`config.mk`:
```
export PLATFORM = sky130hd
export DESIGN_NAME = gnte_ctrl
export DESIGN_NICKNAME = d
export VERILOG_FILES = /design/src/hdl/gnte_pkg.sv /design/src/hdl/gnte_ctrl.sv
export SDC_FILE = /design/constraint.sdc
export NUM_CORES = 1
export LEC_CHECK = 0
export CORE_AREA = 10 10 47 49
export DETAILED_ROUTE_END_ITERATION = 7
export DIE_AREA = 0 0 57 59
export DONT_BUFFER_PORTS = 1
export PLACE_DENSITY = 0.61
export SYNTH_ARGS = -nofsm -noshare
export SYNTH_HDL_FRONTEND = slang
export SYNTH_SLANG_ARGS = --single-unit
```
`constraint.sdc`:
```
create_clock -name i_clk -period 3.6 [get_ports i_clk]
set_input_delay 0.18 -clock i_clk [delete_from_list [all_inputs] [get_ports i_clk]]
set_output_delay 0.18 -clock i_clk [all_outputs]
set_load 0.03 [all_outputs]
```
`src/hdl/gnte_pkg.sv`:
```
`default_nettype none

package gnte_pkg;

    localparam int TT_W          = 64;                    // truth table width
    localparam int TT_VARS       = 6;                     // variables in one table
    localparam int TABLE_SLOTS   = 1024;                  // power of two
    localparam int ADDR_W        = $clog2(TABLE_SLOTS);
    localparam int SLOT_W        = 10;                    // slot field width on the port
    localparam int MAX_FANIN     = 5;
    localparam int FANIN_FIELDS  = 5;
    localparam int FANIN_LIMIT   = (MAX_FANIN < FANIN_FIELDS) ? MAX_FANIN : FANIN_FIELDS;
    localparam int CNT_W         = 3;                     // fanin count field width
    localparam int VAR_W         = 3;
    localparam int FUNC_W        = 4;
    localparam int VIDX_W        = $clog2(TT_VARS);

    typedef enum logic [FUNC_W-1:0] {
        FN_ZERO = 4'd0,
        FN_ONE  = 4'd1,
        FN_NOP  = 4'd2,
        FN_IN   = 4'd3,
        FN_OUT  = 4'd4,
        FN_NOT  = 4'd5,
        FN_AND  = 4'd6,
        FN_OR   = 4'd7,
        FN_XOR  = 4'd8,
        FN_NAND = 4'd9,
        FN_NOR  = 4'd10,
        FN_XNOR = 4'd11,
        FN_MAJ  = 4'd12
    } t_func;

    typedef enum logic [1:0] {
        ST_IDLE,
        ST_READ,
        ST_EVAL
    } t_state;

    typedef struct packed {
        logic [FUNC_W-1:0]                    func;
        logic [SLOT_W-1:0]                    gate_slot;
        logic                                 source_flag;
        logic [VAR_W-1:0]                     var_index;
        logic                                 target_flag;
        logic [CNT_W-1:0]                     fanin_count;
        logic [FANIN_FIELDS-1:0][SLOT_W-1:0]  fanin_slot;
        logic                                 last_gate;
    } t_item;

    // controller -> datapath
    typedef struct packed {
        logic             load;     // capture the incoming item
        logic             rd_en;    // fetch one fanin table
        logic [CNT_W-1:0] rd_idx;   // which fanin
        logic             eval;     // compute, write back, load result
    } t_cmd;

    // datapath -> controller
    typedef struct packed {
        logic [CNT_W-1:0] in_reads; // fanin fetches the offered item needs
    } t_sts;

    function automatic logic [ADDR_W-1:0] slot_addr(logic [SLOT_W-1:0] slot);
        return ADDR_W'(slot);
    endfunction

    function automatic logic gate_bad(logic [FUNC_W-1:0] func, logic [CNT_W-1:0] n);
        logic bad;
        bad = 1'b0;
        if (func > FN_MAJ || n > CNT_W'(FANIN_LIMIT)) begin
            bad = 1'b1;
        end else if (func >= FN_NOP && func <= FN_NOT) begin
            bad = (n != CNT_W'(1));
        end else if (func >= FN_AND) begin
            bad = (n == '0);
        end
        return bad;
    endfunction

    function automatic logic [CNT_W-1:0] read_count(t_item it);
        logic [CNT_W-1:0] n;
        n = it.fanin_count;
        if (it.source_flag || gate_bad(it.func, it.fanin_count) || it.func <= FN_ONE) begin
            n = '0;
        end
        return n;
    endfunction

    // bit i of the table is bit v of i; zero for v outside the variables
    function automatic logic [TT_W-1:0] proj_pattern(logic [VAR_W-1:0] v);
        logic [TT_W-1:0]   t;
        logic [TT_VARS-1:0] ib;
        t = '0;
        for (int i = 0; i < TT_W; i++) begin
            ib = TT_VARS'(i);
            if (v < VAR_W'(TT_VARS)) begin
                t[i] = ib[VIDX_W'(v)];
            end
        end
        return t;
    endfunction

endpackage

`default_nettype wire

```
`src/hdl/gnte_ctrl.sv`:
```
`default_nettype none

module gnte_ctrl
    import gnte_pkg::*;
(
    input  wire logic i_clk,
    input  wire logic i_rst_n,
    input  wire logic i_in_valid,
    output logic      o_in_ready,
    output logic      o_out_valid,
    input  wire logic i_out_ready,
    input  wire t_sts i_sts,
    output t_cmd      o_cmd
);

    t_state           r_state, n_state;
    logic [CNT_W-1:0] r_cnt, n_cnt;
    logic [CNT_W-1:0] r_reads, n_reads;
    logic             r_out_vld, n_out_vld;
    logic             out_free;
    logic             last_rd;

    assign out_free = !r_out_vld || i_out_ready;
    assign last_rd  = (r_cnt == CNT_W'(r_reads - CNT_W'(1)));

    // outputs
    always_comb begin
        o_in_ready   = 1'b0;
        o_cmd.rd_en  = 1'b0;
        o_cmd.eval   = 1'b0;
        o_cmd.rd_idx = r_cnt;
        unique case (r_state)
            ST_IDLE: begin
                o_in_ready = i_rst_n;    // nothing taken while held in reset
            end
            ST_READ: begin
                o_cmd.rd_en = 1'b1;
            end
            ST_EVAL: begin
                o_cmd.eval = out_free;
                o_in_ready = out_free;   // next item enters as this one retires
            end
            default: begin
                o_in_ready = 1'b0;
            end
        endcase
        o_cmd.load  = i_in_valid && o_in_ready;
        o_out_valid = r_out_vld;
    end

    // next state
    always_comb begin
        n_state = r_state;
        unique case (r_state)
            ST_IDLE: begin
                if (o_cmd.load) begin
                    n_state = (i_sts.in_reads != '0) ? ST_READ : ST_EVAL;
                end
            end
            ST_READ: begin
                if (last_rd) begin
                    n_state = ST_EVAL;
                end
            end
            ST_EVAL: begin
                if (o_cmd.load) begin
                    n_state = (i_sts.in_reads != '0) ? ST_READ : ST_EVAL;
                end else if (o_cmd.eval) begin
                    n_state = ST_IDLE;
                end
            end
            default: begin
                n_state = ST_IDLE;
            end
        endcase
    end

    always_comb begin
        n_cnt     = r_cnt;
        n_reads   = r_reads;
        n_out_vld = r_out_vld;
        if (o_cmd.load) begin
            n_cnt   = '0;
            n_reads = i_sts.in_reads;
        end else if (o_cmd.rd_en) begin
            n_cnt = CNT_W'(r_cnt + CNT_W'(1));
        end
        if (o_cmd.eval) begin
            n_out_vld = 1'b1;
        end else if (i_out_ready) begin
            n_out_vld = 1'b0;
        end
    end

    always_ff @(posedge i_clk) begin
        if (!i_rst_n) begin
            r_state   <= ST_IDLE;
            r_cnt     <= '0;
            r_reads   <= '0;
            r_out_vld <= 1'b0;
        end else begin
            r_state   <= n_state;
            r_cnt     <= n_cnt;
            r_reads   <= n_reads;
            r_out_vld <= n_out_vld;
        end
    end

`ifndef SYNTHESIS
    a_eval_no_overwrite: assert property (@(posedge i_clk) disable iff (!i_rst_n)
        o_cmd.eval |-> (!r_out_vld || i_out_ready))
        else $error("result overwritten while stalled");

    a_read_in_range: assert property (@(posedge i_clk) disable iff (!i_rst_n)
        (r_state == ST_READ) |-> (r_cnt < r_reads))
        else $error("fanin fetch beyond count");

    a_read_to_eval: assert property (@(posedge i_clk) disable iff (!i_rst_n)
        (r_state == ST_READ && last_rd) |=> (r_state == ST_EVAL))
        else $error("missed evaluation after last fetch");

    a_valid_from_eval: assert property (@(posedge i_clk) disable iff (!i_rst_n)
        $rose(r_out_vld) |-> $past(o_cmd.eval))
        else $error("result valid without evaluation");
`endif

endmodule

`default_nettype wire

```
==> flow_summary_export.csv <==
group,metric,value,unit
status,outcome,"complete, no violations",
final_layout,drive_gt1_share,16.95,%
cts,cts.sinks,9,
placed_design,place_congestion,0.7213,
placed_design,io_buffers,0,
route,avgViaCountPerCell,5.160,
setup_path,r2r_start,"r_state[0]",
cts,clockBufferDepth,2,
cts,cts_tree,"done",
setup_path,crit_buf_inv,0,
worst_hold_path,hp-start,"i_rst_n",
synthesis,yosys_warnings,0,
setup_path,cp_max_fo,6,
placed_design,dpl.cell_count,71,
setup_path,r2r-end,"r_state[0]",
power,powerDensity,469.6,nW/um2
power,ir_drop,0.1773,mV
synthesis,synth_ff_type,"dfxtp_1",
final_layout,finalInstanceArea,536.8,um2
setup_path,critPathRequiredTime,3.81,ns
synthesis,synth-seq-cells,9,
cts,cts_buffers,3,
setup_path,r2r_cells,3,
sta,fmax,0.5861,GHz
power,switching_share,32.03,%
floorplanning,start_util,37.32,%
cts,clk_latency,0.26,ns
setup_path,cp_slowest_stage_delay,0.79,ns
synthesis,syn-num-nets,67,
sta,fin_worst_skew,0.006519,ns
route,drc,0,
synthesis,syn_inst,58,
synthesis,synth_edf_count,0,
sta,fin_crit_sh,47.39,%
power,clkPwrFrac,31.3,%
sta,fin_crit,1.706,ns
placed_design,dp_hpwl,805.3,um
final_layout,antenna_cells,0,
final_layout,fin_cells,75,
power,p_total,0.2521,mW
sta,rsz0062_at_grt,"false",
final_layout,area_growth,2.632,%
sta,slew_viol_final,0,
final_layout,final_common_cell,"dfxtp_1",
setup_path,worstPathArrival,1.92,ns
worst_hold_path,whs_endpoint,"r_state[0]",
cts,post_cts.repair.setup_buffers,0,
route,wire_per_inst,13.31,um
cts,ctsHoldBuffers,0,
setup_path,crit_chain,"nor2b_1 > o31a_1 > o221a_2",
route,drt-total-wl,998,um
power,p_sw,0.08073,mW
global_route,grt_overflow,0,
floorplanning,die_h,59,um
setup_path,cp_top_family,"simple AND/OR/NAND/NOR gates",
setup_path,worst_path_max_delay_cell,"nor2b_1",
route,vias,387,
setup_path,critPathLaunchType,"flop",
final_layout,layout_common_cells,"dfxtp_1 (9), nor2_1 (8), nand2_1 (7), inv_1 (4), xnor2_1 (4)",
cts,clk_pin_slew,0.07,ns
route,ant_nets,0,
setup_path,ff2ff_setup_slack,1.89,ns
floorplanning,num_rows,14,
global_route,grt_pass1_wl,1718,um
worst_hold_path,hp-class,"in2reg",
power,p_comb_share,20.4,%
global_route,grt_usage,6.312,%
placed_design,postPlaceCellArea,510.5,um2
cts,cts_max_level,1,
power,seq_power_share,48.2,%
synthesis,avgSynthCellArea,9.017,um2
power,p_int,0.1714,mW
worst_hold_path,whs_path_depth,1,
floorplanning,io_pins,15,
sta,final.setup.tns,0,ns
sta,tightest_slew,0.9625,ns
power,p_leak,0.2181,nW
final_layout,post-route-util,38.30,%
global_route,grt_max_degree,13,
sta,holdWs,0.05532,ns
sta,setup_viol,0,
synthesis,ys_seq_area_share,34.45,%
placed_design,preCtsSetupSlack,1.886,ns
synthesis,netlist_area,523.0,um2
sta,slew_headroom,35.70,%
final_layout,fin_nets,69,
floorplanning,die_w,57,um
route,first_pass_iters,4,
sta,worst_slack,1.894,ns
synthesis,async_flop_share,0,%
global_route,antenna_found_initial,0,
sta,hold_violations,0,
flow_run,maxCapViolCount,0,
floorplanning,die_area,3363,um2
floorplanning,design.core.area,1401,um2
cts,cts_root_buf,"clkbuf_4",
setup_path,worstSetupEndpointType,"flop",
setup_path,critPathKind,"reg2reg",
route,drt_iter0_drc,9,
global_route,grt_pass1_vias,368,
synthesis,yosysUniqueCellTypes,28,
cts,cts_resized,0,
==> registers in the layout (all words and copies together) (netlist names) <==
name,count
o_out_valid,1
r_cnt,3
r_state,2
r_reads,3
==> how the worst max path moves through the flow <==
| stage | endpoint | startpoint | slack, ns | cells after the start |
|---|---|---|---|---|
| after floorplan | r_state[0] | r_reads[0] | 2.17 | 6 |
| after global placement | r_state[0] | r_state[0] | 1.92 | 3 |
| after detailed placement | r_state[0] | r_state[0] | 1.89 | 3 |
| after CTS | r_state[0] | r_state[0] | 1.87 | 3 |
| after global routing | r_state[0] | r_state[0] | 1.76 | 3 |
| final | r_state[0] | r_state[0] | 1.89 | 3 |
==> synthesized netlist by cell type, types with 2 or more instances <==
| master | number | area (um2) |
|---|---|---|
| dfxtp_1 | 9 | 180.2 |
| a31o_2 | 3 | 26.28 |
| ha_1 | 2 | 25.02 |
| nand2_1 | 7 | 26.28 |
| xnor2_1 | 4 | 35.03 |
| nor2_1 | 8 | 30.03 |
| inv_1 | 4 | 15.01 |
==> per-layer routing <==
| metal | track usage [%] | part of all wire [%] |
|---|---|---|
| met1 | 6.540 | 43 |
| met2 | 10.54 | 51 |
| met3 | 3.004 | 6.2 |
| met4 | 3.020 | 0 |
| met5 | 0 | 0 |
==> cell families (layout without fill, tap and decap cells) <==
group	Yosys count	count (layout)	synth area share, %
buffers and inverters	7	8	9.090
flip-flops	9	9	34.45
AND/OR/NAND/NOR	21	21	19.38
adder cells (fa/ha/maj)	2	2	4.784
XOR/XNOR	6	6	11.48
multiplexers	1	1	1.914
AO/OA/AOI/OAI	12	12	18.90
==> cell type report <==
type | count | area [um2]
Multi-Input combinational cell | 42 | 295.3
Clock buffer | 4 | 26.28
Tap cell | 16 | 20.02
Inverter | 4 | 15.01
Fill cell | 147 | 864.6
Sequential cell | 9 | 180.2
==> power by group through the flow <==
stage,logic [mW],clock network (mW),registers [mW]
2_1_floorplan,0.0536,0,0.122
3_3_place_gp,0.0523,0,0.124
3_5_place_dp,0.0518,0,0.124
4_1_cts,0.0522,0.0808,0.122
5_1_grt,0.0574,0.0846,0.123
6_report,0.0515,0.0790,0.122
Power figures use the tool's default switching activity.
